### src/rtl/core/tapf_pkg.sv
package tapf_pkg;

	localparam int unsigned QW    = 16;
	localparam int unsigned REM_W = 33;
	localparam int unsigned DIV_W = 17;
	localparam int unsigned QUO_W = 16;

	localparam logic [QW-1:0] SPACING_RESET = 16'd2560;

endpackage

### src/rtl/core/tapf_div_cell.sv
module tapf_div_cell #(
	parameter int unsigned K   = 0,
	parameter int unsigned SBW = 1
) (
	input  logic                            clk,
	input  logic                            arst_n,
	input  logic                            en,
	input  logic                            v_i,
	input  logic [tapf_pkg::REM_W-1:0]      rem_i,
	input  logic [tapf_pkg::QUO_W-1:0]      q_i,
	input  logic [tapf_pkg::DIV_W-1:0]      d_i,
	input  logic [SBW-1:0]                  sb_i,
	output logic                            v_o,
	output logic [tapf_pkg::REM_W-1:0]      rem_o,
	output logic [tapf_pkg::QUO_W-1:0]      q_o,
	output logic [tapf_pkg::DIV_W-1:0]      d_o,
	output logic [SBW-1:0]                  sb_o
);

	logic [tapf_pkg::REM_W-1:0] trial;
	logic                       ge;

	assign trial = tapf_pkg::REM_W'(d_i) << K;
	assign ge    = rem_i >= trial;

	always_ff @(posedge clk or negedge arst_n) begin
		if (!arst_n) begin
			v_o <= 1'b0;
		end else if (en) begin
			v_o <= v_i;
		end
	end

	always_ff @(posedge clk) begin
		if (en) begin
			rem_o <= ge ? rem_i - trial : rem_i;
			q_o   <= q_i | (tapf_pkg::QUO_W'(ge) << K);
			d_o   <= d_i;
			sb_o  <= sb_i;
		end
	end

endmodule

### config.mk
export PLATFORM = sky130hd
export DESIGN_NAME = tapf_div_cell
export DESIGN_NICKNAME = d
export VERILOG_FILES = /design/src/rtl/core/tapf_pkg.sv /design/src/rtl/core/tapf_div_cell.sv
export SDC_FILE = /design/constraint.sdc
export NUM_CORES = 1
export LEC_CHECK = 0
export ABC_AREA = 1
export CORE_UTILIZATION = 51
export DETAILED_ROUTE_END_ITERATION = 8
export DONT_BUFFER_PORTS = 1
export GPL_TIMING_DRIVEN = 0
export PLACE_DENSITY = 0.69
export SLEW_MARGIN = 15
export SYNTH_ARGS = -nofsm -noshare
export SYNTH_HDL_FRONTEND = slang
export SYNTH_SLANG_ARGS = --single-unit
### constraint.sdc
create_clock -name clk -period 0.8 [get_ports clk]
set_input_delay 0 -clock clk [delete_from_list [all_inputs] [get_ports clk]]
set_output_delay 0 -clock clk [all_outputs]
set_load 0.03 [all_outputs]
==> results of run 1 <==
-- power by group through the flow --
| stage | Sequential, W | Combinational, W | Clock (W) |
|---|---|---|---|
| 2_1_floorplan | 0.00527 | 0.00119 | 0 |
| 3_3_place_gp | 0.00530 | 0.00149 | 0 |
| 3_5_place_dp | 0.00532 | 0.00151 | 0 |
| 4_1_cts | 0.00524 | 0.00226 | 0.00274 |
| 5_1_grt | 0.00528 | 0.00296 | 0.00287 |
| 6_report | 0.00524 | 0.00281 | 0.00276 |
-- flip-flops by register name, indices dropped and copies added, names as in the netlist --
name   count
sb_o       1
d_o       17
rem_o     33
v_o        1
q_o       16
-- layout make-up --
cell class	instances	area [um2]
Buffer	4	67.56
Clock inverter	6	46.29
Clock buffer	10	137.6
Timing Repair Buffer	107	1032
Sequential cell	68	2038
Fill cell	472	1530
Multi-Input combinational cell	364	2770
Tap cell	105	131.4
Inverter	89	421.7
-- final timing paths --
check | start | endpoint
min reg2reg | v_o | v_o
min | en | rem_o[28]
max reg2reg | v_o | v_o
max | d_i[7] | rem_o[14]
max in group asynchronous | arst_n | v_o
min in group asynchronous | arst_n | v_o
-- through the flow --
step	util	instances
2_1_floorplan	-	526
3_5_place_dp	0.5698	631
6_report	0.8128	753
3_3_place_gp	0.5698	631
4_1_cts	0.7521	735
5_1_grt	0.8128	753
-- cell families after synthesis --
family | share of synthesized area
multiplexers | 0.002637
AND/OR/NAND/NOR | 0.2836
XOR/XNOR | 0.02871
buffers and inverters | 0.08848
flip-flops | 0.4770
adder cells (fa/ha/maj) | 0.05450
AO/OA/AOI/OAI | 0.06505
-- timing repair --
action                                  4_1_cts  5_1_grt
pin swaps                                    45       45
gates cloned                                  2        0
hold buffers                                 60        6
endpoints found under the setup margin      103      103
endpoints found under the hold margin       136       79
buffers inserted                             28       12
gates resized for setup                     137       89
-- cell usage after synthesis --
master,instances
nand3_2,1
nand2_2,5
nand3b_1,1
nand3_1,32
xnor2_1,8
fa_1,1
o21ai_1,8
o21ai_2,3
xor2_1,6
inv_1,78
mux2_2,1
ha_1,17
dfrtp_1,1
a21oi_1,13
inv_2,11
or2_2,2
nor2_4,2
nor2_2,5
and2_1,1
nand4_1,7
buf_2,2
buf_6,3
nor2_1,40
edfxtp_1,67
o21ai_0,2
a21oi_2,13
nor3_1,9
nand2_1,184
o21bai_1,2
a21boi_0,1
-- routing by layer --
metal | vias up | GRT usage | share of wire
met4 | 0 | 0.1577 | 0.051
met1 | 2002 | 0.3971 | 0.37
met5 | - | 0 | 0
met3 | 91 | 0.06260 | 0.081
met2 | 315 | 0.5876 | 0.50
li1 | 1923 | - | -
==> results.toml, run 1 <==
[synth]
synth_area_leader_cell = "edfxtp_1"
ys_types = 30
synthCells = 526
ys_warn_count = 0
ys_ff_latch = 68
syn_area_mm2 = 0.004270
syn_nets = 615
yosysSeqAreaShare = 0.4770
synth.area.top_cells = "edfxtp_1 47%, nand2_1 16%, inv_1 6.9%"
netlist.area_leader.share = 0.4711
syn_area_per_cell_um2 = 8.119

[cells_and_area]
num-nets-final = 732
layout-drive-gt1-share = 0.4043
mostFrequentLayoutCell = "nand2_1"
final_area_mm2 = 0.006645
n_antenna_cell = 0
area_growth_pct = 55.61
final_cell_mix = "107 x nand2_1, 67 x edfxtp_1, 66 x dlygate4sd3_1, 58 x inv_1, 43 x nand2_2"

[die]
num_rows = 33
die_area_mm2 = 0.008743
die_x_um = 93.51
core_mm2 = 0.008175
start_util = 0.5223
die_h_um = 93.51
io_pins = 139

[worst_setup_path]
worst-path-buf-inv = 2
path_max_fanout = 3
reg2reg_depth = 1
critical_path.slowest_cell = "a21oi_1"
cp_top_family = "simple AND/OR/NAND/NOR gates"
cp_common_cell = "nand2_1"
path_cells = "inv_2 -> ha_4 -> buf_4 -> nand2_1 -> nand2_1 -> nand2_1 -> nand2_1 -> a21oi_1 -> nand2_4 -> xor2_1 -> nand2_1 -> nand2_1"
crit_path_end_kind = "flop"
crit_cells = 12
worstPathRequired_ns = 0.92
slowest_delay_ns = 0.32
crit_type = "in2reg"
critPathArrivalTime_ns = 1.60
start_kind = "input port"
r2r_slack_ns = -0.10

[place]
place_ws_ns = -1.066
gp_congestion = 0.9490
port_buffers = 0
dpl.hpwl_um = 8988
dpl_cell_area_mm2 = 0.004658

[global_route]
grt.overflow.total = 0
grt_pass1_vias = 4225
grt_pass1_wl_um = 21720
grtUsageTotal = 0.3361
grt_max_degree = 69
antenna_found_initial = 0

[power_and_ir_drop]
seqPwrFrac = 0.485
leakage_nw = 2.787
vdd_drop_max_mv = 0.9766
p_per_area_mw_per_mm2 = 1627
power.switching_w = 0.003941
power_w = 0.01081
swShare = 0.3644
comb_power_share = 0.260
pwr-share-clk = 0.255
p_int_w = 0.006874

[sta]
fin_hold_ws_ns = -0.2546
fin_ws_ns = -0.6796
tightest_slew_ns = 0.4360
setup_viol = 103
clock.fmax_mhz = 675.8
report.final.slew_viol_count = 0
maxSlewHeadroom = 0.7071
min_period_ns = 1.480
hold_viol_final = 76
skew_ns = 0
final.period_utilization = 1.850
fin_setup_tns_ns = -23.09
rsz0062_at_grt = "true"

[clock_network]
cts_root_buffer = "clkbuf_8"
clk-insertion-delay-late_ns = 0.36
clock_path_buffers = 2
h-tree-depth = 3
cts_tree = "done"
cts_buffers = 9
path_clk_slew_ns = 0.09
clock_sink_count = 68

[hold_path]
worstHoldPathType = "in2reg"
hold_path_depth = 0

[detailed_routing]
via_per_inst = 5.752
post-route-drc-count = 0
wirelength_um = 16060
first_pass_iters = 7
drt_iter0_drc = 319
vias = 4331
wl_per_cell_um = 21.33
ant_nets = 0

[run]
cap_violations = 0

[run_status]
status = "complete, but fails checks"
violations = "negative hold slack, negative setup slack"
(Power assumes the default switching activity.)
==> run 2: changes to the inputs <==
Settings changed: GPL_ROUTABILITY_DRIVEN set to 0, PLACE_DENSITY 0.69 to 0.77.
Clock period 0.8 ns to 1.64 ns, I/O delays scaled along.
==> results.toml, run 2 (same netlist as run 1, synthesis figures left out) <==
[place]
port_buffers = 0
dpl.hpwl_um = 7724
place_ws_ns = -0.2838

[detailed_routing]
wl_met2_um = 5339
wl_met3_um = 1044
wl_per_cell_um = 15.50
drt_iter0_drc = 239
post-route-drc-count = 0
first_pass_iters = 5
routedLengthMet1_um = 4464
via_per_inst = 5.330
wirelength_um = 11130
ant_nets = 0
top_layer = "met4"
vias = 3827

[clock_network]
path_clk_slew_ns = 0.08
clk-insertion-delay-late_ns = 0.35
h-tree-depth = 3
clock_path_buffers = 2
cts_tree = "done"
cts_root_buffer = "clkbuf_8"
cts_buffers = 9
clock_sink_count = 68

[power_and_ir_drop]
p_per_area_mw_per_mm2 = 898.6
seqPwrFrac = 0.530
p_int_w = 0.003214
pwr-share-clk = 0.303
power.switching_w = 0.001601
swShare = 0.3325
comb_power_share = 0.167
leakage_nw = 2.342
vdd_drop_max_mv = 0.4917
power_w = 0.004816

[die]
io_pins = 139
die_h_um = 93.51
start_util = 0.5223
core_mm2 = 0.008175
die_area_mm2 = 0.008743
num_rows = 33
die_x_um = 93.51

[sta]
fin_hold_ws_ns = -0.2449
final.period_utilization = 0.9492
setup_viol = 0
tightest_slew_ns = 0.4363
min_period_ns = 1.557
hold_viol_final = 71
clock.fmax_mhz = 642.4
maxSlewHeadroom = 0.7065
report.final.slew_viol_count = 0
skew_ns = 0
fin_ws_ns = 0.08337

[cells_and_area]
num-nets-final = 697
area_growth_pct = 25.49
final_util = 0.6555
largest_registers = "rem_o x33, d_o x17, q_o x16"
final_cell_mix = "180 x nand2_1, 76 x inv_1, 68 x dlygate4sd3_1, 67 x edfxtp_1, 37 x nor2_1"
mostFrequentLayoutCell = "nand2_1"
layout-drive-gt1-share = 0.1272
top_register = "rem_o"
largest_reg_flops = 33
n_antenna_cell = 0

[worst_setup_path]
start_kind = "input port"
worstPathRequired_ns = 1.74
path_max_fanout = 10
crit_type = "in2reg"
reg2reg_depth = 2
crit_path_end_kind = "flop"
critPathArrivalTime_ns = 1.66

[run_status]
violations = "negative hold slack"
status = "complete, but fails checks"

[hold_path]
worstHoldPathType = "in2reg"
hold_path_depth = 0

[global_route]
antenna_found_initial = 0
grt_pass1_wl_um = 17220
grt.overflow.total = 0
grt_pass1_vias = 3663
grtUsageTotal = 0.2593
grt_max_degree = 69

[run]
cap_violations = 0
run 2: area by class of cell:
type	instances	area, um2
clock inverters	7	82.58
multi-input cells	364	1897
plain buffers	5	50.05
fillers	670	2816
well taps	105	131.4
inverters	89	334.1
clock buffers	9	123.9
flip-flops and latches	68	2037
repair buffers	71	703.2
run 2: metrics by stage:
stage,cells,setup TNS (ns),cell area [um2]
after floorplan,526,0,4270
after global placement,631,-6.174,4402
after detailed placement,631,-6.820,4402
after CTS,712,0,5259
after global routing,718,-0.03850,5359
final,718,0,5359
run 2: timing repair:
item / 4_1_cts / 5_1_grt
buffers inserted: 0 / 3
endpoints found under the setup margin: 0 / 32
gates resized for setup: 0 / 16
hold endpoints to repair: 136 / 74
hold buffers: 65 / 3
run 2: path summary, 6_finish.rpt:
kind	startpoint	end	slack [ns]
worst min register to register	v_o	v_o	1.32
worst max-delay path	rem_i[17]	rem_o[12]	0.08
worst max register to register	v_o	v_o	0.15
min in group asynchronous	arst_n	v_o	0.40
worst min-delay path	en	q_o[11]	-0.24
max in group asynchronous	arst_n	v_o	1.14
run 2: power groups by stage:
stage | Clock (W) | Combinational, W | Sequential (W)
final | 0.00146 | 0.000803 | 0.00255
after global routing | 0.00155 | 0.000895 | 0.00257
after CTS | 0.00148 | 0.000771 | 0.00256
after detailed placement | 0 | 0.000632 | 0.00259
after global placement | 0 | 0.000623 | 0.00259
after floorplan | 0 | 0.000511 | 0.00257
run 2: routing by layer:
metal | vias up | global-route usage
met1 | 1731 | 0.3028
li1 | 1864 | -
met2 | 204 | 0.4412
met5 | - | 0
met3 | 28 | 0.07886
met4 | 0 | 0.1090
run 2: critical path, cell delays in order:
cell	delay, ns
dlygate4sd3_1	0.55
inv_2	0.07
nand2_2	0.08
nor2_4	0.11
nand2_2	0.08
nor2_2	0.12
nand3_1	0.09
nand2_2	0.11
nor2_4	0.05
buf_6	0.13
buf_6	0.14
nand2_1	0.06
nand2_1	0.05
==> run 3: changes to the inputs <==
Settings changed: ABC_AREA 1 to not set, CORE_UTILIZATION 51 to 40, PLACE_DENSITY 0.77 to 0.65.
==> results.toml, run 3 <==
[run_status]
status = "complete, but fails checks"
violations = "negative hold slack, negative setup slack"

[die]
core_mm2 = 0.008721
die_area_mm2 = 0.009383
die_x_um = 96.87
die_h_um = 96.87
start_util = 0.4128
io_pins = 139
num_rows = 34

[cells_and_area]
final_cell_mix = "71 x dlygate4sd3_1, 67 x edfxtp_1, 26 x a21oi_1, 22 x nor2_1, 21 x inv_1"
mostFrequentLayoutCell = "dlygate4sd3_1"
multi_input_area_mm2 = 0.001549
num-nets-final = 480
regArea_mm2 = 0.002037
n_antenna_cell = 0
final_cells = 504
area_growth_pct = 36.53
largest_registers = "rem_o x33, d_o x17, q_o x16"
layout-drive-gt1-share = 0.1616
top_register = "rem_o"
final_util = 0.5636
largest_reg_flops = 33
fillers = 684
final_area_mm2 = 0.004915

[synth]
synth_area_leader_cell = "edfxtp_1"
ys_warn_count = 0
netlist.area_leader.share = 0.5589
synth_fa_ha_area_frac = 0.06465
yosysSeqAreaShare = 0.5659
syn_area_mm2 = 0.003600
synthCells = 300
synth.area.top_cells = "edfxtp_1 56%, ha_1 5.9%, xor2_1 4.6%"
synth_top_family_by_area = "simple AND/OR/NAND/NOR gates"
synth_ff_type = "edfxtp_1"
synth_compound_area_frac = 0.1032
syn_area_per_cell_um2 = 12.00
async_flop_share = 0.01471
ys_types = 48
synth_xor_area_frac = 0.07299
ys_ff_latch = 68
yosysMostFrequentCell = "edfxtp_1"
synth_mux_area_frac = 0.02815
syn_nets = 389
synth_common_cells = "67 x edfxtp_1, 28 x a21oi_1, 25 x nor2_1"
synth_simple_gate_area_share = 0.1317
synth_edf_count = 67

[clock_network]
cts_hold_buffers = 71
clock_sink_count = 68
clk-insertion-delay-late_ns = 0.34
cts_root_buffer = "clkbuf_8"
h-tree-depth = 3
path_clk_slew_ns = 0.08
cts_tree = "done"
cts_buffers = 9
clock_path_buffers = 2

[global_route]
grt.met3_usage = 0.04697
grt_util_met2 = 0.3164
grt_pass1_wl_um = 14220
grt_pass1_vias = 2793
grt.overflow.total = 0
grtUsageMet1 = 0.2460
grtUsageTotal = 0.1965
grt_max_degree = 69
antenna_found_initial = 0
busiest_layer = "met2"

[worst_setup_path]
worst-path-buf-inv = 1
cp_top_family = "simple AND/OR/NAND/NOR gates"
crit_path_end_kind = "flop"
path_cells = "or4_4 -> or4b_4 -> or4_4 -> or3_4 -> or2_4 -> buf_6 -> mux2_4"
crit_type = "in2reg"
worstPathRequired_ns = 1.74
critical_path.slowest_cell = "or4_4"
slowest_delay_ns = 0.54
path_max_fanout = 6
critPathArrivalTime_ns = 2.60
cp_common_cell = "or4_4"
start_kind = "input port"

[sta]
fin_setup_tns_ns = -25.94
tightest_slew_ns = 0.5087
skew_ns = 0
setup_viol = 34
maxSlewHeadroom = 0.6593
report.final.slew_viol_count = 0
rsz0062_at_grt = "true"
min_period_ns = 2.503
clock.fmax_mhz = 399.5
final.period_utilization = 1.526
hold_viol_final = 67
fin_hold_ws_ns = -0.2360
fin_ws_ns = -0.8631

[run]
cap_violations = 0

[power_and_ir_drop]
leakage_nw = 1.882
vdd_drop_max_mv = 0.5220
p_per_area_mw_per_mm2 = 985.9

[place]
dpl.hpwl_um = 5517
port_buffers = 0
place_inst = 408
dpl_cell_area_mm2 = 0.003739

[detailed_routing]
post-route-drc-count = 0
via_per_inst = 5.490
wirelength_um = 9301
first_pass_iters = 4
vias = 2767
drt_iter0_drc = 260
ant_nets = 0
wl_per_cell_um = 18.45

[hold_path]
worstHoldPathType = "in2reg"
run 3: where the power goes:
| group | internal (W) | leakage (nW) | switching [W] |
|---|---|---|---|
| clock | 0.000898 | 0.113 | 0.000666 |
| sequential | 0.00214 | 0.668 | 0.000418 |
| combinational | 0.000381 | 1.10 | 0.000340 |
run 3: worst paths after layout:
check                      slack (ns)  cells after the start        to       from
setup / recovery                -0.86                      7  rem_o[3]  rem_i[23]
hold / removal                  -0.24                      0    q_o[4]         en
setup reg to reg                 0.18                      2       v_o        v_o
hold reg to reg                  1.30                      2       v_o        v_o
max in group asynchronous        1.14                      2       v_o     arst_n
min in group asynchronous        0.40                      2       v_o     arst_n
run 3: routing by layer:
metal | vias to the layer above | wire length (um)
met5 | - | 0
met1 | 1320 | 3986
met4 | 0 | 271
li1 | 1295 | -
met2 | 130 | 4491
met3 | 22 | 552
run 3: timing repair:
action	4_1_cts	5_1_grt
endpoints found under the hold margin	136	67
cloned	2	0
setup buffers	6	3
pin swaps	10	5
setup endpoints to repair	34	34
gates resized for setup	25	4
run 3: area by class of cell:
class,count,area share
clock inverter,6,0.01757
inverter,21,0.01604
timing repair buffer,82,0.1721
clock buffer,10,0.02800
buffer,5,0.009165
tap,108,0.02750
sequential,68,0.4145
multi-input combinational,204,0.3152
run 3: logic make-up (layout without fill, tap and decap cells):
| logic type | Yosys count | after routing |
|---|---|---|
| DFF | 68 | 68 |
| xor gates and xnor gates | 30 | 30 |
| buffers and inverters | 28 | 124 |
| AOI/OAI and AO/OA | 62 | 62 |
| adders and majority gates | 18 | 18 |
| and+or+nand+nor | 87 | 87 |
| muxes | 7 | 7 |
run 3: worst reg2reg max path, stage by stage (launching register included):
cell and delay, ns:
dfrtp_1 0.50, mux2_2 0.30, dlygate4sd3_1 0.55
run 3: through the flow:
step           setup WS (ns)  hold WS (ns)  total power (W)
2_1_floorplan         -1.139       -0.2956         0.002996
4_1_cts              -0.8324       -0.2573         0.004850
6_report             -0.8631       -0.2360         0.004845
3_3_place_gp          -1.380       -0.2956         0.003101
3_5_place_dp          -1.389       -0.2956         0.003106
5_1_grt              -0.8802       -0.2582         0.005030
