$ cat src/rtl/core/tapf_sqrt_cell.sv
module tapf_sqrt_cell #(
	parameter int unsigned RW  = 16,
	parameter int unsigned SBW = 1
) (
	input  logic              clk,
	input  logic              arst_n,
	input  logic              en,
	input  logic              v_i,
	input  logic [2*RW-1:0]   rad_i,
	input  logic [RW+1:0]     rem_i,
	input  logic [RW-1:0]     root_i,
	input  logic [SBW-1:0]    sb_i,
	output logic              v_o,
	output logic [2*RW-1:0]   rad_o,
	output logic [RW+1:0]     rem_o,
	output logic [RW-1:0]     root_o,
	output logic [SBW-1:0]    sb_o
);

	logic [RW+3:0] remn;
	logic [RW+3:0] trial;
	logic [RW+3:0] diff;
	logic          ge;

	assign remn  = {rem_i, rad_i[2*RW-1 -: 2]};
	assign trial = {2'b00, root_i, 2'b01};
	assign ge    = remn >= trial;
	assign diff  = remn - trial;

	always_ff @(posedge clk or negedge arst_n) begin
		if (!arst_n) begin
			v_o <= 1'b0;
		end else if (en) begin
			v_o <= v_i;
		end
	end

	always_ff @(posedge clk) begin
		if (en) begin
			rad_o  <= rad_i << 2;
			rem_o  <= ge ? diff[RW+1:0] : remn[RW+1:0];
			root_o <= {root_i[RW-2:0], ge};
			sb_o   <= sb_i;
		end
	end

endmodule

$ cat src/rtl/core/tapf_sqrt_chain.sv
module tapf_sqrt_chain #(
	parameter int unsigned RW  = 16,
	parameter int unsigned SBW = 1
) (
	input  logic              clk,
	input  logic              arst_n,
	input  logic              en,
	input  logic              v_i,
	input  logic [2*RW-1:0]   rad_i,
	input  logic [SBW-1:0]    sb_i,
	output logic              v_o,
	output logic [RW-1:0]     root_o,
	output logic [SBW-1:0]    sb_o
);

	logic              v    [0:RW];
	logic [2*RW-1:0]   rad  [0:RW];
	logic [RW+1:0]     rem  [0:RW];
	logic [RW-1:0]     root [0:RW];
	logic [SBW-1:0]    sb   [0:RW];

	assign v[0]    = v_i;
	assign rad[0]  = rad_i;
	assign rem[0]  = '0;
	assign root[0] = '0;
	assign sb[0]   = sb_i;

	for (genvar i = 0; i < RW; i++) begin : g_cell
		tapf_sqrt_cell #(.RW(RW), .SBW(SBW)) u_cell (
			.clk    (clk),
			.arst_n (arst_n),
			.en     (en),
			.v_i    (v[i]),
			.rad_i  (rad[i]),
			.rem_i  (rem[i]),
			.root_i (root[i]),
			.sb_i   (sb[i]),
			.v_o    (v[i+1]),
			.rad_o  (rad[i+1]),
			.rem_o  (rem[i+1]),
			.root_o (root[i+1]),
			.sb_o   (sb[i+1])
		);
	end

	assign v_o    = v[RW];
	assign root_o = root[RW];
	assign sb_o   = sb[RW];

	// remainder never exceeds eight times the root
	assert property (@(posedge clk) disable iff (!arst_n)
		v[RW] |-> ({2'b00, rad[RW][1:0] & 2'b00, rem[RW]} <= {2'b00, root[RW], 3'b000}))
		else $error("sqrt remainder out of range");

endmodule

$ cat config.mk
export PLATFORM = sky130hd
export DESIGN_NAME = tapf_sqrt_chain
export DESIGN_NICKNAME = d
export VERILOG_FILES = /design/src/rtl/core/tapf_sqrt_cell.sv /design/src/rtl/core/tapf_sqrt_chain.sv
export SDC_FILE = /design/constraint.sdc
export NUM_CORES = 1
export LEC_CHECK = 0
export BUFFER_PORTS_ARGS = -buffer_cell sky130_fd_sc_hd__buf_2
export CAP_MARGIN = 20
export CORE_ASPECT_RATIO = 0.75
export CORE_MARGIN = 1
export CORE_UTILIZATION = 40
export CTS_CLUSTER_DIAMETER = 200
export DETAILED_ROUTE_END_ITERATION = 16
export GPL_TIMING_DRIVEN = 0
export PLACE_DENSITY = 0.64
export SLEW_MARGIN = 15
export SYNTH_ARGS = -nofsm -noshare
export SYNTH_HDL_FRONTEND = slang
export SYNTH_SLANG_ARGS = --single-unit
export TNS_END_PERCENT = 30
$ cat constraint.sdc
create_clock -name clk -period 3.5 [get_ports clk]
set_input_delay 0.175 -clock clk [delete_from_list [all_inputs] [get_ports clk]]
set_output_delay 0.175 -clock clk [all_outputs]
set_load 0.01 [all_outputs]
==> flow_summary.html, run 1 <==
<table>
<tr><th>Metric</th><th>Value</th></tr>
<tr><th colspan="2">Placed design</th></tr>
<tr><td>Final RePlAce weighted congestion</td><td>0.9588</td></tr>
<tr><td>Cell Count Post-Placement</td><td>3,340</td></tr>
<tr><td>PortBufs</td><td>54</td></tr>
<tr><td>Pre-CTS worst setup slack</td><td>-358.5 ps</td></tr>
<tr><td>HPWL after DPL</td><td>39,170 um</td></tr>
<tr><th colspan="2">Drt</th></tr>
<tr><td>Routed via count divided by cell count</td><td>5.190</td></tr>
<tr><td>Detailed-route wire length</td><td>56,340 um</td></tr>
<tr><td>Pre-antenna DRT Iters</td><td>6</td></tr>
<tr><td>Number of nets with antenna violations after routing</td><td>0</td></tr>
<tr><td>Number of vias after detailed routing</td><td>18,210</td></tr>
<tr><td>Total DRC errors in the routed layout</td><td>0</td></tr>
<tr><td>Initial DRC count</td><td>1,805</td></tr>
<tr><td>Wirelength per Cell</td><td>16.06 um</td></tr>
<tr><th colspan="2">Timing</th></tr>
<tr><td>Skew final</td><td>28.29 ps</td></tr>
<tr><td>Maximum operating frequency</td><td>0.3030 GHz</td></tr>
<tr><td>Number of pins exceeding their max-slew limit in the final report</td><td>0</td></tr>
<tr><td>Final Hold Violating Endpoints</td><td>0</td></tr>
<tr><td>Worst-Margin Slew</td><td>1051 ps</td></tr>
<tr><td>Hold_ws</td><td>66.85 ps</td></tr>
<tr><td>Setup repair after global routing missed its margin</td><td>no</td></tr>
<tr><td>Headroom to the max-slew limit</td><td>0.2905</td></tr>
<tr><td>Final critical-path setup slack</td><td>199.2 ps</td></tr>
<tr><td>Number of endpoints failing setup at the final stage</td><td>0</td></tr>
<tr><td>Shortest clock period the worst path allows after layout</td><td>3301 ps</td></tr>
<tr><td>Fraction of the cycle the final worst path needs</td><td>0.9431</td></tr>
<tr><th colspan="2">GRT</th></tr>
<tr><td>GR Util met2</td><td>0.1981</td></tr>
<tr><td>Vias in the first global route</td><td>17,780</td></tr>
<tr><td>Initial antenna violation count</td><td>1</td></tr>
<tr><td>Global Route met3 Usage</td><td>0.03392</td></tr>
<tr><td>Peak-usage layer in the global routing report</td><td>met1</td></tr>
<tr><td>Met1 usage</td><td>0.2298</td></tr>
<tr><td>Maximum number of pins on one net before global-route repair</td><td>109</td></tr>
<tr><td>Global Route Usage Sum</td><td>0.1459</td></tr>
<tr><td>Wire length of the first global-routing pass</td><td>92,610 um</td></tr>
<tr><td>Aggregate global routing overflow</td><td>0</td></tr>
<tr><th colspan="2">Floorplanning</th></tr>
<tr><td>I/O pin count</td><td>55</td></tr>
<tr><td>Initial Utilization</td><td>0.4056</td></tr>
<tr><td>Core ar.</td><td>75,440 um^2</td></tr>
<tr><td>Die height</td><td>241.5 um</td></tr>
<tr><td>Die X-Extent</td><td>321.3 um</td></tr>
<tr><td>Standard-cell row count</td><td>87</td></tr>
<tr><td>Die footprint</td><td>77,610 um^2</td></tr>
<tr><th colspan="2">Clocking</th></tr>
<tr><td>Clock insertion delay at the later pin of the skew report</td><td>620 ps</td></tr>
<tr><td>Number of setup buffers added after CTS</td><td>0</td></tr>
<tr><td>Root cell of the clock tree</td><td>sky130_fd_sc_hd__clkbuf_16</td></tr>
<tr><td>Clock Tree Buf Depth</td><td>3</td></tr>
<tr><td>Sinks on the clock net</td><td>658</td></tr>
<tr><td>Number of clock buffers inserted by TritonCTS</td><td>72</td></tr>
<tr><td>Clock transition time at the flip-flop clock pins of the worst setup and hold paths</td><td>60 ps</td></tr>
<tr><td>Depth of the CTS H-tree</td><td>3</td></tr>
<tr><td>TritonCTS clock tree</td><td>yes</td></tr>
<tr><th colspan="2">Run status</th></tr>
<tr><td>Run status</td><td>completed</td></tr>
<tr><th colspan="2">Critical path</th></tr>
<tr><td>CP max-delay cell</td><td>sky130_fd_sc_hd__a311oi_4</td></tr>
<tr><td>Data required time of the critical path</td><td>3850 ps</td></tr>
<tr><td>Kind of launch point of the worst setup path</td><td>flip-flop</td></tr>
<tr><td>Biggest cell delay along the critical path</td><td>530 ps</td></tr>
<tr><td>Cell Chain, Critical Path</td><td>ha_1 &gt; nor2b_1 &gt; o21ai_0 &gt; a211oi_1 &gt; a311oi_4 &gt; nand3_2 &gt; buf_6 &gt; mux2_4</td></tr>
<tr><td>Crit. End Element</td><td>flip-flop</td></tr>
<tr><td>Classification of the worst setup path</td><td>reg2reg</td></tr>
<tr><td>Peak fanout along the critical path</td><td>10</td></tr>
<tr><td>Crit path arrival time</td><td>3650 ps</td></tr>
<tr><th colspan="2">Logic synthesis</th></tr>
<tr><td>Fraction of registers with async set or reset after synthesis</td><td>0.02432</td></tr>
<tr><td>Dominant synthesized flop cell</td><td>sky130_fd_sc_hd__edfxtp_1</td></tr>
<tr><td>Yosys warns</td><td>0</td></tr>
<tr><td>Mapped Area</td><td>30,590 um^2</td></tr>
<tr><td>Number of enable-type register cells in the synthesized netlist</td><td>642</td></tr>
<tr><td>Synthesized Nets</td><td>2,447</td></tr>
<tr><td>Distinct cells, synth</td><td>83</td></tr>
<tr><td>Synthesis-stage register bit count</td><td>658</td></tr>
<tr><td>Cell count after synthesis</td><td>2,257</td></tr>
<tr><td>Synthesized area divided by synthesized cell count</td><td>13.56 um^2</td></tr>
<tr><td>Sequential share of the synthesized area</td><td>0.6432</td></tr>
<tr><th colspan="2">Layout</th></tr>
<tr><td>Antenna diode count</td><td>0</td></tr>
<tr><td>Non-filler cells, final</td><td>3,508</td></tr>
<tr><td>Proportion of layout cells with a drive suffix above 1</td><td>0.1159</td></tr>
<tr><td>Commonest cells after routing, fill and taps aside</td><td>642 x sky130_fd_sc_hd__edfxtp_1, 190 x sky130_fd_sc_hd__inv_1, 153 x sky130_fd_sc_hd__ha_1, 147 x sky130_fd_sc_hd__nor2_1, 113 x sky130_fd_sc_hd__a21oi_1</td></tr>
<tr><td>Synthesis-to-finish area growth</td><td>14.42%</td></tr>
<tr><td>Post-layout nets</td><td>2,620</td></tr>
<tr><td>Most frequent standard cell in the layout excluding fill and tap cells</td><td>sky130_fd_sc_hd__edfxtp_1</td></tr>
<tr><th colspan="2">Pwr</th></tr>
<tr><td>Power density normalized to cell area</td><td>583.5 nW/um^2</td></tr>
<tr><td>Worst IR Drop VDD</td><td>438.8 uV</td></tr>
<tr><td>Leakage power summed over all cells</td><td>13.18 nW</td></tr>
<tr><th colspan="2">Run</th></tr>
<tr><td>Number of max-capacitance violations reported</td><td>0</td></tr>
<tr><th colspan="2">Hold path</th></tr>
<tr><td>Type of the worst min-delay path</td><td>in2reg</td></tr>
</table>
power by group:
| part | leakage [nW] | switching, mW | internal, mW |
|---|---|---|---|
| Combinational | 5.75 | 1.69 | 1.35 |
| Clock | 1.09 | 3.13 | 4.06 |
| Sequential | 6.34 | 0.478 | 9.71 |
| Total | 13.2 | 5.30 | 15.1 |
final cells by class:
| class | instances | area, um^2 |
|---|---|---|
| Fill cell | 6519 | 40430 |
| Sequential cell | 658 | 19680 |
| Multi-Input combinational cell | 1371 | 10030 |
| Clock buffer | 94 | 1947 |
| Tap cell | 1023 | 1280 |
| Timing Repair Buffer | 99 | 853.3 |
| Inverter | 191 | 716.9 |
| Clock inverter | 35 | 322.8 |
| Buffer | 37 | 177.7 |
kinds of logic after synthesis:
kind of cell	share of synthesized area
AO/OA/AOI/OAI	0.09222
XOR/XNOR	0.05067
flip-flops	0.6432
buffers and inverters	0.02916
multiplexers	0.02932
adder cells (fa/ha/maj)	0.06257
AND/OR/NAND/NOR	0.09271
other	0.0001226
final timing paths:
| check | slack [ps] | startpoint | endpoint | cells past startpoint |
|---|---|---|---|---|
| max | 200 | g_cell[8].u_cell.rem_o[0]$_DFFE_PP_ | g_cell[9].u_cell.rem_o[10]$_DFFE_PP_ | 8 |
| min | 70 | en | g_cell[14].u_cell.root_o[0]$_DFFE_PP_ | 2 |
| max reg2reg | 200 | g_cell[8].u_cell.rem_o[0]$_DFFE_PP_ | g_cell[9].u_cell.rem_o[10]$_DFFE_PP_ | 8 |
| min reg2reg | 410 | g_cell[5].u_cell.rad_o[29]$_DFFE_PP_ | g_cell[6].u_cell.rad_o[31]$_DFFE_PP_ | 0 |
| max in group asynchronous | 2360 | arst_n | g_cell[8].u_cell.v_o$_DFFE_PN0P_ | 3 |
| min in group asynchronous | 690 | arst_n | g_cell[11].u_cell.v_o$_DFFE_PN0P_ | 3 |
state kept, by name, summed over array words and instances, names as in the netlist:
register              flops
g_cell.u_cell.v_o        16
g_cell.u_cell.root_o    136
g_cell.u_cell.rem_o     250
g_cell.u_cell.rad_o     240
g_cell.u_cell.sb_o       16
layer usage:
layer | vias to the layer above | wire, um
met1 | 8743 | 28810
met4 | 0 | 1190
met5 | - | 0
li1 | 8835 | -
met3 | 92 | 3867
met2 | 538 | 22460
synthesized netlist by cell type, types with 12 or more instances:
| cell | instances | share of area |
|---|---|---|
| sky130_fd_sc_hd__nor2b_1 | 16 | 0.0033 |
| sky130_fd_sc_hd__nor2_1 | 147 | 0.018 |
| sky130_fd_sc_hd__dfrtp_1 | 16 | 0.013 |
| sky130_fd_sc_hd__nand3_1 | 33 | 0.0054 |
| sky130_fd_sc_hd__nor4_1 | 26 | 0.0053 |
| sky130_fd_sc_hd__o21ai_0 | 101 | 0.017 |
| sky130_fd_sc_hd__nand2_1 | 99 | 0.012 |
| sky130_fd_sc_hd__xor2_1 | 67 | 0.019 |
| sky130_fd_sc_hd__or3_1 | 15 | 0.0031 |
| sky130_fd_sc_hd__or4_1 | 13 | 0.0032 |
| sky130_fd_sc_hd__mux2_4 | 14 | 0.0069 |
| sky130_fd_sc_hd__o211ai_1 | 14 | 0.0034 |
| sky130_fd_sc_hd__a211oi_1 | 28 | 0.0069 |
| sky130_fd_sc_hd__clkbuf_1 | 17 | 0.0021 |
| sky130_fd_sc_hd__ha_1 | 153 | 0.063 |
| sky130_fd_sc_hd__a21oi_1 | 113 | 0.018 |
| sky130_fd_sc_hd__mux2_2 | 53 | 0.020 |
| sky130_fd_sc_hd__inv_1 | 190 | 0.023 |
| sky130_fd_sc_hd__o2111ai_1 | 12 | 0.0034 |
| sky130_fd_sc_hd__xnor2_1 | 110 | 0.031 |
| sky130_fd_sc_hd__nor3_1 | 53 | 0.0087 |
| sky130_fd_sc_hd__a21o_1 | 24 | 0.0059 |
| sky130_fd_sc_hd__buf_2 | 16 | 0.0026 |
| sky130_fd_sc_hd__nand2b_1 | 28 | 0.0057 |
| sky130_fd_sc_hd__a31oi_1 | 12 | 0.0025 |
| sky130_fd_sc_hd__edfxtp_1 | 642 | 0.63 |
| sky130_fd_sc_hd__o21a_1 | 34 | 0.0083 |
| sky130_fd_sc_hd__and3_1 | 12 | 0.0025 |
| sky130_fd_sc_hd__nand4_1 | 26 | 0.0053 |
critical path: cells and delay by family, from the launching register on:
| family | cells | cell delay (ps) |
|---|---|---|
| muxes | 1 | 300 |
| AOI/OAI and AO/OA | 3 | 1210 |
| and+or+nand+nor | 2 | 480 |
| adders and majority gates | 1 | 360 |
| DFF | 1 | 410 |
| buffers and inverters | 1 | 250 |
per-stage QoR:
stage | TNS (ps) | util | cell area [um^2] | total power [mW]
6_report | 0 | 0.4640 | 35000 | 20.42
3_3_place_gp | -4711100 | 0.4261 | 32140 | 13.29
3_5_place_dp | -3452 | 0.4284 | 32320 | 13.30
5_1_grt | 0 | 0.4640 | 35000 | 21.42
4_1_cts | 0 | 0.4639 | 35000 | 20.65
2_1_floorplan | 0 | - | 30590 | 12.37
timing repair:
item / 4_1_cts / 5_1_grt
setup endpoints to repair: 0 / 11
gates resized for setup: 0 / 5
hold endpoints to repair: 71 / 0
hold buffers: 39 / 0
Power figures use the tool's default switching activity.
==> run 2: changes to the inputs <==
--- a/config.mk
+++ b/config.mk
@@ -9,11 +9,11 @@
 export CAP_MARGIN = 20
 export CORE_ASPECT_RATIO = 0.75
 export CORE_MARGIN = 1
-export CORE_UTILIZATION = 40
+export CORE_UTILIZATION = 28
 export CTS_CLUSTER_DIAMETER = 200
 export DETAILED_ROUTE_END_ITERATION = 16
 export GPL_TIMING_DRIVEN = 0
-export PLACE_DENSITY = 0.64
+export PLACE_DENSITY = 0.51
 export SLEW_MARGIN = 15
 export SYNTH_ARGS = -nofsm -noshare
 export SYNTH_HDL_FRONTEND = slang
==> run 2 against run 1 <==
- the run now ends with design-rule violations left
- final cell count grew 12%
- global-route usage shrank 4.0 points
- combinational power about the same
- hold slack better by 180 ps
- first-iteration DRC count shrank 19%
- clock power is 5.3% higher
- critical endpoint is now g_cell[14].u_cell.rem_o[15]$_DFFE_PP_
- largest power group unchanged
==> flow_summary.html, run 2 (synthesized netlist as in run 1, its figures left out) <==
<table>
<tr><th>Metric</th><th>Value</th></tr>
<tr><th colspan="2">Critical path</th></tr>
<tr><td>Biggest cell delay along the critical path</td><td>590 ps (+60 ps)</td></tr>
<tr><td>Crit path arrival time</td><td>3630 ps (-20 ps)</td></tr>
<tr><td>Data required time of the critical path</td><td>3880 ps (+30 ps)</td></tr>
<tr><td>Crit. End Element</td><td>flip-flop</td></tr>
<tr><td>Peak fanout along the critical path</td><td>10 (unchanged)</td></tr>
<tr><td>CP max-delay cell</td><td>sky130_fd_sc_hd__o31ai_1</td></tr>
<tr><td>Cell Chain, Critical Path</td><td>inv_1 &gt; ha_1 &gt; nor2b_1 &gt; o31ai_1 &gt; a21oi_1 &gt; a211o_1 &gt; buf_2 &gt; buf_2 &gt; a31o_2</td></tr>
<tr><td>Kind of launch point of the worst setup path</td><td>flip-flop</td></tr>
<tr><td>Classification of the worst setup path</td><td>reg2reg</td></tr>
<tr><td>Cell repeated most along the worst path</td><td>sky130_fd_sc_hd__buf_2</td></tr>
<tr><td>Depth of the worst register-to-register path</td><td>9 (+1)</td></tr>
<tr><th colspan="2">Floorplanning</th></tr>
<tr><td>I/O pin count</td><td>55 (unchanged)</td></tr>
<tr><td>Die X-Extent</td><td>383.7 um (+19%)</td></tr>
<tr><td>Core ar.</td><td>107,700 um^2 (+43%)</td></tr>
<tr><td>Initial Utilization</td><td>0.2840 (-0.1216)</td></tr>
<tr><td>Standard-cell row count</td><td>104 (+20%)</td></tr>
<tr><td>Die footprint</td><td>110,600 um^2 (+43%)</td></tr>
<tr><td>Die height</td><td>288.3 um (+19%)</td></tr>
<tr><th colspan="2">Hold path</th></tr>
<tr><td>Type of the worst min-delay path</td><td>in2reg</td></tr>
<tr><td>Cell depth of the worst hold path</td><td>2 (unchanged)</td></tr>
<tr><th colspan="2">Run status</th></tr>
<tr><td>Failing checks</td><td>design-rule violations</td></tr>
<tr><td>Run status</td><td>finished with violations</td></tr>
<tr><th colspan="2">Pwr</th></tr>
<tr><td>Power density normalized to cell area</td><td>584.3 nW/um^2 (+0.14%)</td></tr>
<tr><td>Clock power frac</td><td>0.364 (+0.012)</td></tr>
<tr><td>Switch share</td><td>0.2607 (+0.001045)</td></tr>
<tr><td>Worst IR Drop VDD</td><td>326.9 uV (-26%)</td></tr>
<tr><td>Leakage power summed over all cells</td><td>13.24 nW (+0.47%)</td></tr>
<tr><td>P_sw</td><td>5.430 mW (+2.4%)</td></tr>
<tr><td>Total power</td><td>20.83 mW (+2.0%)</td></tr>
<tr><td>Portion of total power attributed to sequential cells</td><td>0.490 (-0.009)</td></tr>
<tr><td>Internal</td><td>15.40 mW (+1.8%)</td></tr>
<tr><td>Share of total power in combinational logic</td><td>0.146 (-0.003)</td></tr>
<tr><th colspan="2">Clocking</th></tr>
<tr><td>Number of clock buffers inserted by TritonCTS</td><td>72 (unchanged)</td></tr>
<tr><td>Sinks on the clock net</td><td>658 (unchanged)</td></tr>
<tr><td>Clock Tree Buf Depth</td><td>3 (unchanged)</td></tr>
<tr><td>Clock transition time at the flip-flop clock pins of the worst setup and hold paths</td><td>60 ps (about the same)</td></tr>
<tr><td>Root cell of the clock tree</td><td>sky130_fd_sc_hd__clkbuf_16</td></tr>
<tr><td>TritonCTS clock tree</td><td>yes</td></tr>
<tr><td>Depth of the CTS H-tree</td><td>3 (unchanged)</td></tr>
<tr><td>Clock insertion delay at the later pin of the skew report</td><td>630 ps (about the same)</td></tr>
<tr><th colspan="2">Layout</th></tr>
<tr><td>Top reg by flops</td><td>g_cell.u_cell.rem_o</td></tr>
<tr><td>Synthesis-to-finish area growth</td><td>16.50%</td></tr>
<tr><td>Non-filler cells, final</td><td>3,920 (+12%)</td></tr>
<tr><td>Most frequent standard cell in the layout excluding fill and tap cells</td><td>sky130_fd_sc_hd__edfxtp_1</td></tr>
<tr><td>Commonest cells after routing, fill and taps aside</td><td>642 x sky130_fd_sc_hd__edfxtp_1, 190 x sky130_fd_sc_hd__inv_1, 153 x sky130_fd_sc_hd__ha_1, 147 x sky130_fd_sc_hd__nor2_1, 113 x sky130_fd_sc_hd__a21oi_1</td></tr>
<tr><td>Post-layout nets</td><td>2,620 (unchanged)</td></tr>
<tr><td>Number of filler cells placed in the layout</td><td>10,550 (+62%)</td></tr>
<tr><td>Proportion of layout cells with a drive suffix above 1</td><td>0.1229 (+0.007046)</td></tr>
<tr><td>Antenna diode count</td><td>0 (unchanged)</td></tr>
<tr><td>Area of all sequential standard cells</td><td>19,680 um^2 (unchanged)</td></tr>
<tr><td>Largest register FFs</td><td>250 (unchanged)</td></tr>
<tr><td>Area used by multi-input combinational logic</td><td>10,030 um^2 (unchanged)</td></tr>
<tr><td>Largest registers ranked by flip-flop count</td><td>g_cell.u_cell.rem_o x250, g_cell.u_cell.rad_o x240, g_cell.u_cell.root_o x136</td></tr>
<tr><th colspan="2">Timing</th></tr>
<tr><td>Headroom to the max-slew limit</td><td>0.3754 (+0.08486)</td></tr>
<tr><td>Skew final</td><td>31.47 ps (+3.177 ps)</td></tr>
<tr><td>Fraction of the cycle the final worst path needs</td><td>0.9295 (-0.01354)</td></tr>
<tr><td>Setup repair after global routing missed its margin</td><td>no</td></tr>
<tr><td>Worst-Margin Slew</td><td>925.2 ps (-125.7 ps)</td></tr>
<tr><td>Number of endpoints failing setup at the final stage</td><td>0 (unchanged)</td></tr>
<tr><td>Hold_ws</td><td>251.7 ps (+184.9 ps)</td></tr>
<tr><td>Final critical-path setup slack</td><td>246.6 ps (+47.40 ps)</td></tr>
<tr><td>Number of pins exceeding their max-slew limit in the final report</td><td>0 (unchanged)</td></tr>
<tr><td>Final Hold Violating Endpoints</td><td>0 (unchanged)</td></tr>
<tr><td>Shortest clock period the worst path allows after layout</td><td>3253 ps (-47.40 ps)</td></tr>
<tr><td>Maximum operating frequency</td><td>0.3074 GHz (+1.5%)</td></tr>
<tr><th colspan="2">GRT</th></tr>
<tr><td>Initial antenna violation count</td><td>1 (unchanged)</td></tr>
<tr><td>Aggregate global routing overflow</td><td>0 (unchanged)</td></tr>
<tr><td>Maximum number of pins on one net before global-route repair</td><td>115 (+5.5%)</td></tr>
<tr><td>Global Route Usage Sum</td><td>0.1061 (-0.03975)</td></tr>
<tr><td>Vias in the first global route</td><td>17,450 (-1.9%)</td></tr>
<tr><td>Wire length of the first global-routing pass</td><td>95,030 um (+2.6%)</td></tr>
<tr><th colspan="2">Placed design</th></tr>
<tr><td>PortBufs</td><td>54 (unchanged)</td></tr>
<tr><td>Final RePlAce weighted congestion</td><td>0.9113 (-5.0%)</td></tr>
<tr><td>Pre-CTS worst setup slack</td><td>240.6 ps (+599.1 ps)</td></tr>
<tr><td>HPWL after DPL</td><td>42,070 um (+7.4%)</td></tr>
<tr><td>Cell Count Post-Placement</td><td>3,749 (+12%)</td></tr>
<tr><th colspan="2">Drt</th></tr>
<tr><td>Pre-antenna DRT Iters</td><td>13 (+7)</td></tr>
<tr><td>Initial DRC count</td><td>1,469 (-19%)</td></tr>
<tr><td>Wirelength per Cell</td><td>15.06 um (-6.2%)</td></tr>
<tr><td>Number of vias after detailed routing</td><td>17,950 (-1.4%)</td></tr>
<tr><td>Detailed-route wire length</td><td>59,020 um (+4.8%)</td></tr>
<tr><td>Total DRC errors in the routed layout</td><td>1 (+1)</td></tr>
<tr><td>Routed via count divided by cell count</td><td>4.580 (-12%)</td></tr>
<tr><td>Number of nets with antenna violations after routing</td><td>0 (unchanged)</td></tr>
<tr><th colspan="2">Run</th></tr>
<tr><td>Number of max-capacitance violations reported</td><td>0 (unchanged)</td></tr>
</table>
run 2: cell types whose count changed in the layout (fill, tap and decap cells not counted), sizes merged:
cell	change
bufinv	+2
clkbuf	-8
clkinv	-1
clkinvlp	+7
inv	+4
run 2: cell type report:
type / instances / area share
clock inverter: 47 / 0.01162
timing repair buffer: 99 / 0.02394
inverter: 191 / 0.02012
multi-input combinational: 1371 / 0.2814
buffer: 37 / 0.004985
sequential: 658 / 0.5521
tap: 1431 / 0.05024
clock buffer: 86 / 0.05561
run 2: path summary, 6_finish.rpt:
check	start	end	slack, ps
worst max register to register	g_cell[13].u_cell.root_o[0]$_DFFE_PP_	g_cell[14].u_cell.rem_o[15]$_DFFE_PP_	250
worst min register to register	g_cell[12].u_cell.rad_o[26]$_DFFE_PP_	g_cell[13].u_cell.rad_o[28]$_DFFE_PP_	410
worst min-delay path	rad_i[27]	g_cell[0].u_cell.rad_o[29]$_DFFE_PP_	250
worst max-delay path	g_cell[13].u_cell.root_o[0]$_DFFE_PP_	g_cell[14].u_cell.rem_o[15]$_DFFE_PP_	250
max in group asynchronous	arst_n	g_cell[5].u_cell.v_o$_DFFE_PN0P_	2370
min in group asynchronous	arst_n	g_cell[0].u_cell.v_o$_DFFE_PN0P_	670
run 2: power by group through the flow:
| stage | clock network (mW) | registers [mW] | logic, mW |
|---|---|---|---|
| CTS | 7.89 | 10.2 | 3.03 |
| global placement | 0 | 10.5 | 2.87 |
| global route | 8.14 | 10.3 | 3.41 |
| finish | 7.58 | 10.2 | 3.04 |
| floorplan | 0 | 10.2 | 2.19 |
| detailed placement | 0 | 10.4 | 2.97 |
run 2: critical path: cells and delay by family, from the launching register on:
family / cells / cell delay, ps
AO/OA/AOI/OAI: 4 / 1580
buffers and inverters: 3 / 540
flip-flops: 1 / 350
adder cells (fa/ha/maj): 1 / 350
AND/OR/NAND/NOR: 1 / 180
run 2: timing repair:
item,in CTS,in global routing
setup buffers,0,0
endpoints found under the hold margin,105,0
gates resized for setup,0,5
endpoints found under the setup margin,0,12
hold buffers,38,0
run 2: stage by stage:
step           setup TNS, ps  cell area (um^2)  utilization
6_report                   0             35640       0.3308
5_1_grt                    0             35640       0.3308
4_1_cts                    0             35630       0.3307
3_5_place_dp               0             32860       0.3050
3_3_place_gp        -4924430             32660       0.3031
2_1_floorplan              0             30590            -
run 2: layer usage:
metal | vias up | share of wire | GRT usage
li1 | 8840 | - | -
met1 | 8607 | 0.53 | 0.1642
met2 | 429 | 0.39 | 0.1441
met3 | 78 | 0.056 | 0.02270
met4 | 0 | 0.022 | 0.03456
met5 | - | 0 | 0
==> run 3: changes to the inputs <==
--- a/config.mk
+++ b/config.mk
@@ -17,5 +17,6 @@
 export SLEW_MARGIN = 15
 export SYNTH_ARGS = -nofsm -noshare
 export SYNTH_HDL_FRONTEND = slang
+export SYNTH_HIERARCHICAL = 1
 export SYNTH_SLANG_ARGS = --single-unit
 export TNS_END_PERCENT = 30
==> run 3 against run 2 <==
- the run now ends clean
- final cell count rose by 44%
- combinational power grew to 5.8 times the previous value
- utilization fell by 0.31 points
- worst setup slack gained 170 ps
- sequential cell count increased by 140
- die area is 39% higher
- largest power group is now combinational logic
- highest routed layer unchanged
==> flow_summary.html, run 3 <==
<table>
<tr><th>Metric</th><th>Value</th></tr>
<tr><th colspan="2">Clocking</th></tr>
<tr><td>TritonCTS clock tree</td><td>yes</td></tr>
<tr><td>Depth of the CTS H-tree</td><td>3 (unchanged)</td></tr>
<tr><td>Root cell of the clock tree</td><td>sky130_fd_sc_hd__clkbuf_16</td></tr>
<tr><td>Sinks on the clock net</td><td>798 (+21%)</td></tr>
<tr><td>Clock Tree Buf Depth</td><td>3 (unchanged)</td></tr>
<tr><td>Number of clock buffers inserted by TritonCTS</td><td>89 (+24%)</td></tr>
<tr><td>Clock insertion delay at the later pin of the skew report</td><td>690 ps (+60 ps)</td></tr>
<tr><td>Clock transition time at the flip-flop clock pins of the worst setup and hold paths</td><td>60 ps (about the same)</td></tr>
<tr><td>Post-cts repair resize count</td><td>0 (unchanged)</td></tr>
<tr><th colspan="2">Placed design</th></tr>
<tr><td>Pre-CTS worst setup slack</td><td>381.0 ps (+140.3 ps)</td></tr>
<tr><td>HPWL after DPL</td><td>65,200 um (+55%)</td></tr>
<tr><td>Final RePlAce weighted congestion</td><td>0.8015 (-12%)</td></tr>
<tr><td>Placed Area</td><td>45,800 um^2 (+39%)</td></tr>
<tr><td>PortBufs</td><td>54 (unchanged)</td></tr>
<tr><th colspan="2">Pwr</th></tr>
<tr><td>Switch share</td><td>0.3489 (+0.08820)</td></tr>
<tr><td>Clock power frac</td><td>0.235 (-0.129)</td></tr>
<tr><td>P_sw</td><td>14.78 mW (+170%)</td></tr>
<tr><td>Share of total power in combinational logic</td><td>0.418 (+0.272)</td></tr>
<tr><td>Internal</td><td>27.57 mW (+79%)</td></tr>
<tr><td>Portion of total power attributed to sequential cells</td><td>0.348 (-0.142)</td></tr>
<tr><td>Leakage power summed over all cells</td><td>18.94 nW (+43%)</td></tr>
<tr><td>Power density normalized to cell area</td><td>859.5 nW/um^2 (+47%)</td></tr>
<tr><td>Worst IR Drop VDD</td><td>451.1 uV (+38%)</td></tr>
<tr><td>Total power</td><td>42.35 mW (+100%)</td></tr>
<tr><th colspan="2">GRT</th></tr>
<tr><td>Wire length of the first global-routing pass</td><td>141,200 um (+49%)</td></tr>
<tr><td>Vias in the first global route</td><td>25,150 (+44%)</td></tr>
<tr><td>Aggregate global routing overflow</td><td>0 (unchanged)</td></tr>
<tr><td>Initial antenna violation count</td><td>1 (unchanged)</td></tr>
<tr><td>Global Route Usage Sum</td><td>0.1154 (+0.009322)</td></tr>
<tr><td>Maximum number of pins on one net before global-route repair</td><td>108 (-6.1%)</td></tr>
<tr><th colspan="2">Critical path</th></tr>
<tr><td>Kind of launch point of the worst setup path</td><td>flip-flop</td></tr>
<tr><td>Depth of the worst register-to-register path</td><td>5 (-4)</td></tr>
<tr><td>Crit path arrival time</td><td>3520 ps (-110 ps)</td></tr>
<tr><td>Crit Reg-Reg Startpoint</td><td>g_cell[3].u_cell/rem_o[15]$_DFFE_PP_</td></tr>
<tr><td>Crit. End Element</td><td>flip-flop</td></tr>
<tr><td>Worst R2R Setup Slack</td><td>420 ps (+170 ps)</td></tr>
<tr><td>Capture instance of the worst register-to-register path</td><td>g_cell[4].u_cell/rem_o[16]$_DFFE_PP_</td></tr>
<tr><td>Classification of the worst setup path</td><td>reg2reg</td></tr>
<tr><td>Data required time of the critical path</td><td>3940 ps (+60 ps)</td></tr>
<tr><td>Peak fanout along the critical path</td><td>10 (unchanged)</td></tr>
<tr><th colspan="2">Layout</th></tr>
<tr><td>Post-layout nets</td><td>3,911 (+49%)</td></tr>
<tr><td>Commonest cells after routing, fill and taps aside</td><td>782 x sky130_fd_sc_hd__edfxtp_1, 318 x sky130_fd_sc_hd__inv_1, 288 x sky130_fd_sc_hd__ha_1, 232 x sky130_fd_sc_hd__a21oi_1, 211 x sky130_fd_sc_hd__mux2_2</td></tr>
<tr><td>Top reg by flops</td><td>g_cell.u_cell/rem_o</td></tr>
<tr><td>Largest register FFs</td><td>270 (+8.0%)</td></tr>
<tr><td>Final design utilization</td><td>0.3277 (-0.003102)</td></tr>
<tr><td>Largest registers ranked by flip-flop count</td><td>g_cell.u_cell/rem_o x270, g_cell.u_cell/root_o x256, g_cell.u_cell/rad_o x240</td></tr>
<tr><td>Proportion of layout cells with a drive suffix above 1</td><td>0.1493 (+0.02636)</td></tr>
<tr><td>Number of filler cells placed in the layout</td><td>14,870 (+41%)</td></tr>
<tr><td>Final cell area excluding filler cells</td><td>49,270 um^2 (+38%)</td></tr>
<tr><td>Synthesis-to-finish area growth</td><td>15.86%</td></tr>
<tr><td>Most frequent standard cell in the layout excluding fill and tap cells</td><td>sky130_fd_sc_hd__edfxtp_1</td></tr>
<tr><th colspan="2">Hold path</th></tr>
<tr><td>Type of the worst min-delay path</td><td>in2reg</td></tr>
<tr><td>Worst min-delay path startpoint</td><td>rad_i[20]</td></tr>
<tr><td>Cell depth of the worst hold path</td><td>2 (unchanged)</td></tr>
<tr><td>Capture endpoint of the worst hold path</td><td>g_cell[0].u_cell/rad_o[22]$_DFFE_PP_</td></tr>
<tr><th colspan="2">Floorplanning</th></tr>
<tr><td>I/O pin count</td><td>55 (unchanged)</td></tr>
<tr><td>Die height</td><td>339.5 um (+18%)</td></tr>
<tr><td>Die footprint</td><td>153,500 um^2 (+39%)</td></tr>
<tr><td>Initial Utilization</td><td>0.2828 (-0.001117)</td></tr>
<tr><td>Core ar.</td><td>150,400 um^2 (+40%)</td></tr>
<tr><td>Die X-Extent</td><td>452.0 um (+18%)</td></tr>
<tr><td>Standard-cell row count</td><td>123 (+18%)</td></tr>
<tr><th colspan="2">Drt</th></tr>
<tr><td>Total DRC errors in the routed layout</td><td>0 (-1)</td></tr>
<tr><td>Pre-antenna DRT Iters</td><td>7 (-6)</td></tr>
<tr><td>Number of vias after detailed routing</td><td>25,980 (+45%)</td></tr>
<tr><td>Initial DRC count</td><td>1,910 (+30%)</td></tr>
<tr><td>Routed via count divided by cell count</td><td>4.592 (+0.27%)</td></tr>
<tr><td>Number of nets with antenna violations after routing</td><td>0 (unchanged)</td></tr>
<tr><td>Detailed-route wire length</td><td>89,120 um (+51%)</td></tr>
<tr><td>Wirelength per Cell</td><td>15.75 um (+4.6%)</td></tr>
<tr><th colspan="2">Timing</th></tr>
<tr><td>Number of endpoints failing setup at the final stage</td><td>0 (unchanged)</td></tr>
<tr><td>Headroom to the max-slew limit</td><td>0.3358 (-0.03952)</td></tr>
<tr><td>Shortest clock period the worst path allows after layout</td><td>3083 ps (-170.8 ps)</td></tr>
<tr><td>Final critical-path setup slack</td><td>417.4 ps (+170.8 ps)</td></tr>
<tr><td>Number of pins exceeding their max-slew limit in the final report</td><td>0 (unchanged)</td></tr>
<tr><td>Hold_ws</td><td>189.4 ps (-62.29 ps)</td></tr>
<tr><td>Worst-Margin Slew</td><td>993.7 ps (+68.52 ps)</td></tr>
<tr><td>Setup repair after global routing missed its margin</td><td>no</td></tr>
<tr><td>Final Hold Violating Endpoints</td><td>0 (unchanged)</td></tr>
<tr><td>Fraction of the cycle the final worst path needs</td><td>0.8807 (-0.04880)</td></tr>
<tr><td>Maximum operating frequency</td><td>0.3244 GHz (+5.5%)</td></tr>
<tr><td>Skew final</td><td>30.34 ps (-1.135 ps)</td></tr>
<tr><th colspan="2">Logic synthesis</th></tr>
<tr><td>Cell count after synthesis</td><td>3,331 (+48%)</td></tr>
<tr><td>Yosys warns</td><td>6 (+6)</td></tr>
<tr><td>Mapped Area</td><td>42,530 um^2 (+39%)</td></tr>
<tr><td>Synthesized area divided by synthesized cell count</td><td>12.77 um^2 (-5.8%)</td></tr>
<tr><th colspan="2">Run</th></tr>
<tr><td>Number of max-capacitance violations reported</td><td>0 (unchanged)</td></tr>
<tr><th colspan="2">Run status</th></tr>
<tr><td>Run status</td><td>completed</td></tr>
</table>
-- run 3: changes by cell type in the layout (fill, tap and decap cells not counted), sizes merged, moves of 36 or more --
cell    previous run  this run
mux2              67       241
edfxtp           642       782
ha               153       288
inv              198       320
a21oi            113       232
nand2             99       187
conb               1        65
o21a              34        90
nand3             36        77
xnor2            110       150
mux2i              9        45
-- run 3: repair_timing --
action                                 in CTS  in global routing
buffers inserted                            0                  0
hold buffers                               37                  0
endpoints found under the hold margin      98                  0
-- run 3: power by group through the flow --
stage / clock (mW) / sequential, mW / combinational [mW]
floorplan: 0 / 14.4 / 13.8
global placement: 0 / 15.2 / 17.3
detailed placement: 0 / 15.0 / 17.4
CTS: 10.3 / 14.8 / 17.6
global route: 10.7 / 15.0 / 19.6
finish: 9.94 / 14.7 / 17.7
-- run 3: layout make-up --
cell class	instances	area (um^2)	share of cell area
Multi-Input combinational cell	2215	17290	0.3509
Tap cell	2000	2502	0.05079
Inverter	318	1194	0.02423
Antenna cell	1	2.502	0.00005079
Buffer	64	400.4	0.008126
Clock buffer	99	2286	0.04639
Sequential cell	798	23880	0.4847
Timing Repair Buffer	100	898.4	0.01823
Clock inverter	63	815.8	0.01656
-- run 3: per-stage QoR --
stage / std cells / TNS [ps]
global placement: 5449 / -8451910
detailed placement: 5458 / 0
global route: 5658 / 0
CTS: 5657 / 0
floorplan: 3395 / 0
finish: 5658 / 0
-- run 3: how the worst max path moves through the flow --
stage / from / to / slack, ps / cells past startpoint
after floorplan: g_cell[9].u_cell/rem_o[7]$_DFFE_PP_ / g_cell[10].u_cell/rem_o[10]$_DFFE_PP_ / 1160 / 10
after global placement: en / g_cell[1].u_cell/v_o$_DFFE_PN0P_ / -11340 / 2
after detailed placement: g_cell[3].u_cell/rem_o[15]$_DFFE_PP_ / g_cell[4].u_cell/rem_o[16]$_DFFE_PP_ / 380 / 5
after CTS: g_cell[3].u_cell/rem_o[15]$_DFFE_PP_ / g_cell[4].u_cell/rem_o[16]$_DFFE_PP_ / 370 / 5
after global routing: g_cell[3].u_cell/rem_o[15]$_DFFE_PP_ / g_cell[4].u_cell/rem_o[16]$_DFFE_PP_ / 200 / 5
final: g_cell[3].u_cell/rem_o[15]$_DFFE_PP_ / g_cell[4].u_cell/rem_o[16]$_DFFE_PP_ / 420 / 5
-- run 3: critical path, stage by stage, from the launching register on --
cell	delay [ps]
sky130_fd_sc_hd__edfxtp_1	440
sky130_fd_sc_hd__ha_1	440
sky130_fd_sc_hd__a2111oi_1	950
sky130_fd_sc_hd__o211ai_4	370
sky130_fd_sc_hd__buf_6	290
sky130_fd_sc_hd__mux2_1	320
-- run 3: layer usage --
| metal | vias to the layer above | share of wire | GRT usage |
|---|---|---|---|
| met2 | 499 | 0.41 | 0.1648 |
| met3 | 105 | 0.046 | 0.02092 |
| met5 | - | 0 | 0 |
| met1 | 12440 | 0.52 | 0.1768 |
| met4 | 0 | 0.019 | 0.03008 |
| li1 | 12940 | - | - |
